### config.mk
export PLATFORM = sky130hd
export DESIGN_NAME = gated_recurrent_blend_unit_core_flat
export DESIGN_NICKNAME = d
export VERILOG_FILES = /design/src/design/grbu_pkg.sv /design/src/design/grbu_in_if.sv /design/src/design/grbu_out_if.sv /design/src/design/grbu_bias.sv /design/src/design/grbu_act.sv /design/src/design/grbu_blend.sv /design/src/design/gated_recurrent_blend_unit_core.sv /design/src/flat_wrapper.sv
export SDC_FILE = /design/constraint.sdc
export NUM_CORES = 1
export LEC_CHECK = 0
export BUFFER_PORTS_ARGS = -buffer_cell sky130_fd_sc_hd__buf_2
export CORE_ASPECT_RATIO = 1.1
export CORE_MARGIN = 5
export CORE_UTILIZATION = 30
export DETAILED_ROUTE_END_ITERATION = 8
export GPL_TIMING_DRIVEN = 0
export HOLD_SLACK_MARGIN = 0.08
export PLACE_DENSITY = 0.43
export SYNTH_ARGS = -nofsm -noshare
export SYNTH_HDL_FRONTEND = slang
export SYNTH_SLANG_ARGS = --single-unit
### constraint.sdc
create_clock -name clk -period 20.8 [get_ports clk]
set_clock_uncertainty 0.1 [all_clocks]
set_input_delay 2.08 -clock clk [delete_from_list [all_inputs] [get_ports clk]]
set_output_delay 2.08 -clock clk [all_outputs]
set_load 0.005 [all_outputs]
### src/design/grbu_pkg.sv
// Shared types, constants and activation functions of the gated recurrent blend unit.
package grbu_pkg;

	typedef logic signed [15:0] q412_t;
	typedef logic [12:0]        gate_t;
	typedef logic signed [13:0] cand_t;
	typedef logic [16:0]        mag_t;
	typedef logic [17:0]        mag2_t;
	typedef logic signed [29:0] prod_hp_t;
	typedef logic signed [27:0] prod_cd_t;
	typedef logic signed [31:0] acc_t;

	localparam gate_t Q_ONE  = 13'd4096;
	localparam acc_t  Q_HALF = 32'sd2048;

	localparam q412_t Q_MAX = 16'sh7FFF;
	localparam q412_t Q_MIN = -16'sh8000;

	function automatic q412_t sat16(input logic signed [16:0] s);
		if (s > 17'sd32767) begin
			return Q_MAX;
		end else if (s < -17'sd32768) begin
			return Q_MIN;
		end
		return q412_t'(s);
	endfunction

	function automatic mag_t abs_mag(input q412_t x);
		logic signed [16:0] e;
		e = {x[15], x};
		return x[15] ? mag_t'(-e) : mag_t'(e);
	endfunction

	function automatic gate_t sig_mag(input mag2_t m);
		if (m < 18'd4096) begin
			return gate_t'(m >> 2) + 13'd2048;
		end else if (m < 18'd9728) begin
			return gate_t'(m >> 3) + 13'd2560;
		end else if (m < 18'd20480) begin
			return gate_t'(m >> 5) + 13'd3456;
		end
		return Q_ONE;
	endfunction

endpackage

### src/design/grbu_in_if.sv
// Input channel: one element's previous hidden value, sums and biases.
interface grbu_in_if;
	logic              valid;
	logic              ready;
	grbu_pkg::q412_t   hidden_prev;
	grbu_pkg::q412_t   cand_sum;
	grbu_pkg::q412_t   gate_sum;
	grbu_pkg::q412_t   cand_bias;
	grbu_pkg::q412_t   gate_bias;

	modport source (output valid, hidden_prev, cand_sum, gate_sum, cand_bias, gate_bias,
		input ready);
	modport sink (input valid, hidden_prev, cand_sum, gate_sum, cand_bias, gate_bias,
		output ready);
endinterface

### src/design/grbu_out_if.sv
// Output channel: new hidden value, biased pre-activation and gate.
interface grbu_out_if;
	logic              valid;
	logic              ready;
	grbu_pkg::q412_t   hidden_new;
	grbu_pkg::q412_t   pre_activation;
	grbu_pkg::gate_t   gate_value;

	modport source (output valid, hidden_new, pre_activation, gate_value, input ready);
	modport sink (input valid, hidden_new, pre_activation, gate_value, output ready);
endinterface

### src/design/grbu_bias.sv
// Stage 1: add biases with saturation.
module grbu_bias (
	input  logic            clk,
	input  logic            arst_n,
	input  logic            vld,
	input  logic            rdy_dn,
	input  grbu_pkg::q412_t hidden_prev,
	input  grbu_pkg::q412_t cand_sum,
	input  grbu_pkg::q412_t gate_sum,
	input  grbu_pkg::q412_t cand_bias,
	input  grbu_pkg::q412_t gate_bias,
	output logic            rdy,
	output logic            vld_s1,
	output grbu_pkg::q412_t hp_s1,
	output grbu_pkg::q412_t pre_s1,
	output grbu_pkg::q412_t gin_s1
);
	import grbu_pkg::*;

	assign rdy = !vld_s1 || rdy_dn;

	always_ff @(posedge clk or negedge arst_n) begin
		if (!arst_n) begin
			vld_s1 <= 1'b0;
		end else if (rdy) begin
			vld_s1 <= vld;
		end
	end

	always_ff @(posedge clk) begin
		if (rdy && vld) begin
			hp_s1  <= hidden_prev;
			pre_s1 <= sat16(17'(cand_sum) + 17'(cand_bias));
			gin_s1 <= sat16(17'(gate_sum) + 17'(gate_bias));
		end
	end
endmodule

### src/design/grbu_act.sv
// Stage 2: piecewise-linear sigmoid gate and tanh candidate.
module grbu_act (
	input  logic            clk,
	input  logic            arst_n,
	input  logic            vld,
	input  logic            rdy_dn,
	input  grbu_pkg::q412_t hp,
	input  grbu_pkg::q412_t pre,
	input  grbu_pkg::q412_t gin,
	output logic            rdy,
	output logic            vld_s2,
	output grbu_pkg::q412_t hp_s2,
	output grbu_pkg::q412_t pre_s2,
	output grbu_pkg::gate_t g_s2,
	output grbu_pkg::cand_t cand_s2
);
	import grbu_pkg::*;

	gate_t       g_y;
	gate_t       c_y;
	logic [13:0] c_t;
	gate_t       g_next;
	cand_t       cand_next;

	assign rdy = !vld_s2 || rdy_dn;

	always_comb begin
		g_y       = sig_mag({1'b0, abs_mag(gin)});
		g_next    = gin[15] ? Q_ONE - g_y : g_y;
		c_y       = sig_mag({abs_mag(pre), 1'b0});
		c_t       = {c_y, 1'b0} - 14'd4096;
		cand_next = pre[15] ? -$signed(c_t) : $signed(c_t);
	end

	always_ff @(posedge clk or negedge arst_n) begin
		if (!arst_n) begin
			vld_s2 <= 1'b0;
		end else if (rdy) begin
			vld_s2 <= vld;
		end
	end

	always_ff @(posedge clk) begin
		if (rdy && vld) begin
			hp_s2   <= hp;
			pre_s2  <= pre;
			g_s2    <= g_next;
			cand_s2 <= cand_next;
		end
	end

	assert property (@(posedge clk) disable iff (!arst_n)
		vld_s2 |-> (g_s2 <= Q_ONE) && (cand_s2 <= 14'sd4096) && (cand_s2 >= -14'sd4096))
		else $error("activation out of range");
	assert property (@(posedge clk) disable iff (!arst_n)
		vld_s2 && pre_s2[15] |-> !(cand_s2 > 14'sd0))
		else $error("tanh sign mismatch");
endmodule

### src/design/grbu_blend.sv
// Stages 3 and 4: blend products, round, clamp and hold the result.
module grbu_blend (
	input  logic            clk,
	input  logic            arst_n,
	input  logic            vld,
	input  logic            rdy_dn,
	input  grbu_pkg::q412_t hp,
	input  grbu_pkg::q412_t pre,
	input  grbu_pkg::gate_t g,
	input  grbu_pkg::cand_t cand,
	output logic            rdy,
	output logic            vld_s4,
	output grbu_pkg::q412_t hn_s4,
	output grbu_pkg::q412_t pre_s4,
	output grbu_pkg::gate_t g_s4
);
	import grbu_pkg::*;

	logic               vld_s3;
	prod_hp_t           php_s3;
	prod_cd_t           pcd_s3;
	q412_t              pre_s3;
	gate_t              g_s3;
	logic               rdy3;
	logic signed [13:0] w_hp;
	logic signed [13:0] w_cd;
	acc_t               acc;
	logic signed [19:0] q;
	q412_t              hn_next;

	assign rdy3 = !vld_s4 || rdy_dn;
	assign rdy  = !vld_s3 || rdy3;

	always_comb begin
		w_hp = $signed({1'b0, Q_ONE - g});
		w_cd = $signed({1'b0, g});
		acc  = acc_t'(php_s3) + acc_t'(pcd_s3) + Q_HALF;
		q    = 20'(acc >>> 12);
		if (q > 20'sd32767) begin
			hn_next = Q_MAX;
		end else if (q < -20'sd32768) begin
			hn_next = Q_MIN;
		end else begin
			hn_next = q412_t'(q);
		end
	end

	always_ff @(posedge clk or negedge arst_n) begin
		if (!arst_n) begin
			vld_s3 <= 1'b0;
			vld_s4 <= 1'b0;
		end else begin
			if (rdy) begin
				vld_s3 <= vld;
			end
			if (rdy3) begin
				vld_s4 <= vld_s3;
			end
		end
	end

	always_ff @(posedge clk) begin
		if (rdy && vld) begin
			php_s3 <= w_hp * hp;
			pcd_s3 <= w_cd * cand;
			pre_s3 <= pre;
			g_s3   <= g;
		end
		if (rdy3 && vld_s3) begin
			hn_s4  <= hn_next;
			pre_s4 <= pre_s3;
			g_s4   <= g_s3;
		end
	end

	assert property (@(posedge clk) disable iff (!arst_n)
		vld_s3 && !rdy3 |=> vld_s3 && $stable(php_s3) && $stable(pcd_s3))
		else $error("stage 3 lost a stalled item");
endmodule

### src/design/gated_recurrent_blend_unit_core.sv
// Top level of the gated recurrent blend unit: four-stage element pipeline.
//
//   channel  direction  contents
//   din      sink       hidden_prev, cand_sum, gate_sum, cand_bias, gate_bias
//   dout     source     hidden_new, pre_activation, gate_value
//
// One transfer per cycle in and out while dout is ready; the stages are bias,
// activation, products, round and clamp. The two multipliers of stage 3 set the clock.
// arst_n clears the stage valid bits; payload registers are not reset.
// A stalled dout holds every occupied stage up to the first empty one; stages behind it keep advancing.
module gated_recurrent_blend_unit_core (
	input  logic        clk,
	input  logic        arst_n,
	grbu_in_if.sink     din,
	grbu_out_if.source  dout
);
	import grbu_pkg::*;

	logic  vld_s1;
	logic  vld_s2;
	logic  rdy2;
	logic  rdy3;
	q412_t hp_s1;
	q412_t pre_s1;
	q412_t gin_s1;
	q412_t hp_s2;
	q412_t pre_s2;
	gate_t g_s2;
	cand_t cand_s2;

	grbu_bias u_bias (
		.clk         (clk),
		.arst_n      (arst_n),
		.vld         (din.valid),
		.rdy_dn      (rdy2),
		.hidden_prev (din.hidden_prev),
		.cand_sum    (din.cand_sum),
		.gate_sum    (din.gate_sum),
		.cand_bias   (din.cand_bias),
		.gate_bias   (din.gate_bias),
		.rdy         (din.ready),
		.vld_s1      (vld_s1),
		.hp_s1       (hp_s1),
		.pre_s1      (pre_s1),
		.gin_s1      (gin_s1)
	);

	grbu_act u_act (
		.clk     (clk),
		.arst_n  (arst_n),
		.vld     (vld_s1),
		.rdy_dn  (rdy3),
		.hp      (hp_s1),
		.pre     (pre_s1),
		.gin     (gin_s1),
		.rdy     (rdy2),
		.vld_s2  (vld_s2),
		.hp_s2   (hp_s2),
		.pre_s2  (pre_s2),
		.g_s2    (g_s2),
		.cand_s2 (cand_s2)
	);

	grbu_blend u_blend (
		.clk    (clk),
		.arst_n (arst_n),
		.vld    (vld_s2),
		.rdy_dn (dout.ready),
		.hp     (hp_s2),
		.pre    (pre_s2),
		.g      (g_s2),
		.cand   (cand_s2),
		.rdy    (rdy3),
		.vld_s4 (dout.valid),
		.hn_s4  (dout.hidden_new),
		.pre_s4 (dout.pre_activation),
		.g_s4   (dout.gate_value)
	);

	assert property (@(posedge clk) disable iff (!arst_n)
		din.valid && din.ready |=> vld_s1)
		else $error("accepted transfer did not enter stage 1");
	assert property (@(posedge clk) disable iff (!arst_n)
		vld_s1 && !rdy2 |=> vld_s1 && $stable(pre_s1) && $stable(gin_s1))
		else $error("stage 1 lost a stalled item");
	assert property (@(posedge clk) disable iff (!arst_n)
		dout.valid |-> dout.gate_value <= Q_ONE)
		else $error("gate out of range");
endmodule
### src/flat_wrapper.sv
// flat-port wrapper written by rule: the top's interface ports become plain ports
module gated_recurrent_blend_unit_core_flat import grbu_pkg::*;
  (clk, arst_n, din_valid, din_hidden_prev, din_cand_sum, din_gate_sum, din_cand_bias, din_gate_bias, din_ready, dout_valid, dout_hidden_new, dout_pre_activation, dout_gate_value, dout_ready);
  grbu_in_if din_i ();
  grbu_out_if dout_i ();
  input  logic clk;
  input  logic arst_n;
  input wire logic [$bits(din_i.valid)-1:0] din_valid;
  input wire logic [$bits(din_i.hidden_prev)-1:0] din_hidden_prev;
  input wire logic [$bits(din_i.cand_sum)-1:0] din_cand_sum;
  input wire logic [$bits(din_i.gate_sum)-1:0] din_gate_sum;
  input wire logic [$bits(din_i.cand_bias)-1:0] din_cand_bias;
  input wire logic [$bits(din_i.gate_bias)-1:0] din_gate_bias;
  output wire logic [$bits(din_i.ready)-1:0] din_ready;
  output wire logic [$bits(dout_i.valid)-1:0] dout_valid;
  output wire logic [$bits(dout_i.hidden_new)-1:0] dout_hidden_new;
  output wire logic [$bits(dout_i.pre_activation)-1:0] dout_pre_activation;
  output wire logic [$bits(dout_i.gate_value)-1:0] dout_gate_value;
  input wire logic [$bits(dout_i.ready)-1:0] dout_ready;
  assign din_i.valid = din_valid;
  assign din_i.hidden_prev = din_hidden_prev;
  assign din_i.cand_sum = din_cand_sum;
  assign din_i.gate_sum = din_gate_sum;
  assign din_i.cand_bias = din_cand_bias;
  assign din_i.gate_bias = din_gate_bias;
  assign din_ready = din_i.ready;
  assign dout_valid = dout_i.valid;
  assign dout_hidden_new = dout_i.hidden_new;
  assign dout_pre_activation = dout_i.pre_activation;
  assign dout_gate_value = dout_i.gate_value;
  assign dout_i.ready = dout_ready;
  gated_recurrent_blend_unit_core u_core (.clk(clk), .arst_n(arst_n), .din(din_i), .dout(dout_i));
endmodule
==> impl_results.md <==
* Status: completed
* Crit Path Max Fanout at 10
* DIE AREA at 94400 um2
* Total track usage at 0.146
* Clock slew at the register clock pins of the worst setup and hold paths at 70 ps
* Row cnt at 114
* Clk_lat worst skew at 600 ps
* Critical path's slowest cell: xnor2_1
* Number of port buffers at 130
* Relative slew slack at 0.0336
* Dominant cell type by area after synthesis: edfxtp_1
* Initial antenna violation count at 4
* Mapped Area at 26500 um2
* Worst hold path class: flop to flop
* # Post-CTS Setup Buffers at 0
* Antenna viol nets, final at 0
* Area grow syn2layout at 11.8%
* I/O pin count at 131
* Largest family of logic cells by synthesized area: adder cells
* RSZ-0062 raised after global routing: false
* Core Area at 87900 um2
* CTS tree: built
* Root buffer cell: clkbuf_16
* Synthesized area per cell at 10.3 um2
* Layout cells sized above 1 at 0.0809
* CP Data Required Time at 21070 ps
* H-Tree Depth at 1
* Post-synth top flop: edfxtp_1
* Critical path class: flop to flop
* Die width at 293 um
* Starting Density at 0.302
* GPL Wtd Cong at 0.877
* Die Ht at 322 um
* Yosys reg bits at 240
* Final hold vios at 0
* Most frequent cell after synthesis: inv_1
* Slew Limit Fails at 0
* Xor-xnor portion of the synthesized cell area at 0.0515
* Cells after DPL at 3874
* Vias in the first global route at 19700
* Top post-synthesis cells by area: edfxtp_1, fa_1, ha_1, inv_1, nand2_1
* DR WL/cell at 17.4 um
* Post-synthesis compound-gate area fraction at 0.0890
* Top cell type's share of synthesized area at 0.267
* Slew of the pin with the lowest slew margin at 1440 ps
* Number of enable flip-flop cells after synthesis at 236
* CTS sink cnt at 240
* Longest Clk Path Bufs at 3
* Top achievable clock speed at 100 MHz
* Commonest cells in the netlist: inv_1, fa_1, ha_1
* # DRC at 0
* Seq/Total Area, Yosys at 0.271
* Layout Cells excl Fill at 3929
* Synthesized net count at 3266
* Post-Syn Instances at 2580
* Synth Area in Simple Gates at 0.137
* Overflow after GRT at 0
* Syn. warnings at 0
* Tcrit/Tclk final at 0.479
* Placed Area at 28700 um2
* Pin count of the biggest net entering global routing at 59
* Setup tns final at 0 ps
* # nets final at 3432
* Post-CTS sizing at 0
* First DRT Iteration DRCs at 782
* Crit end category: flop
* Setup crit start kind: flop
* Ys async rst share at 0.0167
* Via/cell ratio at 4.63
* 1st-pass router iterations at 5
* Fin crit period at 9970 ps
* Sequential cell area at 7190 um2
* Filler Cell Count at 9053
* Most frequent cell on the critical path: fa_1
* First-pass GRT wire length at 111 mm
* Worst EP arrival at 10240 ps
* Hpwl dp at 56.7 mm
* Cts hold-fix bufs at 0
* Max Cap Viol at 0
* Endpoints failing setup at 0
* DR vias at 18200
* Cell area after layout at 29600 um2
* Drt total wl at 68.5 mm
* Mux cell area share after synthesis at 0.00189
* Area occupied by multi-input gates at 17400 um2
* Netlist cell types at 92
* Post-Synth Adder-Cell Area at 0.376
* Num CTS Buffers at 30
* Largest stage delay, worst path at 1120 ps
## stage by stage
stage	hold WS (ps)	setup WS [ps]	util
floorplan	300	13640	-
global placement	303	10930	0.326
detailed placement	305	10810	0.327
CTS	297	10770	0.337
global route	304	10380	0.337
finish	299	10830	0.337
## placed cells by master, fill, tap and decap left out, drive strengths merged, types with 27 or more instances in the layout
master,Yosys,layout
inv,433,439
fa,325,325
ha,277,277
nand2,275,275
edfxtp,236,236
and2,149,149
buf,4,138
clkbuf,81,116
a21oi,101,101
xnor2,101,101
nor2,72,72
o21ai,71,71
xor2,54,54
nor2b,33,33
a21o,32,32
nand3,27,27
## registers in the layout, indices dropped and copies added, names as in the netlist, 16 cells and up
register / flops
u_core.u_blend.php_s3: 29
u_core.u_blend.pcd_s3: 27
u_core.u_act.hp_s2: 16
u_core.u_act.pre_s2: 16
u_core.u_bias.gin_s1: 16
u_core.u_bias.hp_s1: 16
u_core.u_bias.pre_s1: 16
u_core.u_blend.hn_s4: 16
u_core.u_blend.pre_s3: 16
u_core.u_blend.pre_s4: 16
## logic make-up (layout without fill, tap and decap cells)
family                   count (synthesis)  after routing
XOR/XNOR                               155            155
AO/OA/AOI/OAI                          354            354
adder cells (fa/ha/maj)                602            602
buffers and inverters                  519            707
other                                    0              1
AND/OR/NAND/NOR                        705            705
multiplexers                             5              5
flip-flops                             240            240
## per-layer routing
metal	vias up	share of wire	track usage
met5	-	0	0
met4	0	0.026	0.0377
met3	76	0.044	0.0221
met2	382	0.47	0.246
met1	8908	0.46	0.199
li1	8831	-	-
## layout make-up
type	count	share of cell area
multi-input combinational	1821	0.586
timing repair buffer	134	0.0249
sequential	240	0.242
inverter	434	0.0550
tap	1160	0.0490
antenna	1	0.0000844
clock buffer	35	0.0267
buffer	85	0.0111
clock inverter	19	0.00468
## worst max-delay path, delay by kind of cell (launching register included)
kind / cells / cell delay [ps]
AOI/OAI and AO/OA: 6 / 2030
xor gates and xnor gates: 1 / 1120
adders and majority gates: 8 / 3460
buffers and inverters: 7 / 1480
DFF: 1 / 630
and+or+nand+nor: 4 / 910
## final timing paths
check                      depth (start not counted)  slack (ps)                                   to                               from
setup reg to reg                                  26       10830  u_core.u_blend.php_s3[29]$_DFFE_PP_     u_core.u_act.g_s2[0]$_DFFE_PP_
hold reg to reg                                    0         300     u_core.u_act.hp_s2[14]$_DFFE_PP_  u_core.u_bias.hp_s1[14]$_DFFE_PP_
min in group asynchronous                          1        1180     u_core.u_bias.vld_s1$_DFFE_PN0N_                             arst_n
max in group asynchronous                          1       19300    u_core.u_blend.vld_s3$_DFFE_PN0P_                             arst_n
hold / removal                                     0         300     u_core.u_act.hp_s2[14]$_DFFE_PP_  u_core.u_bias.hp_s1[14]$_DFFE_PP_
setup / recovery                                  26       10830  u_core.u_blend.php_s3[29]$_DFFE_PP_     u_core.u_act.g_s2[0]$_DFFE_PP_
Power is left out: the tool's default activity adds up to more than one toggle a clock period on the data nets, which glitch-free logic cannot reach.
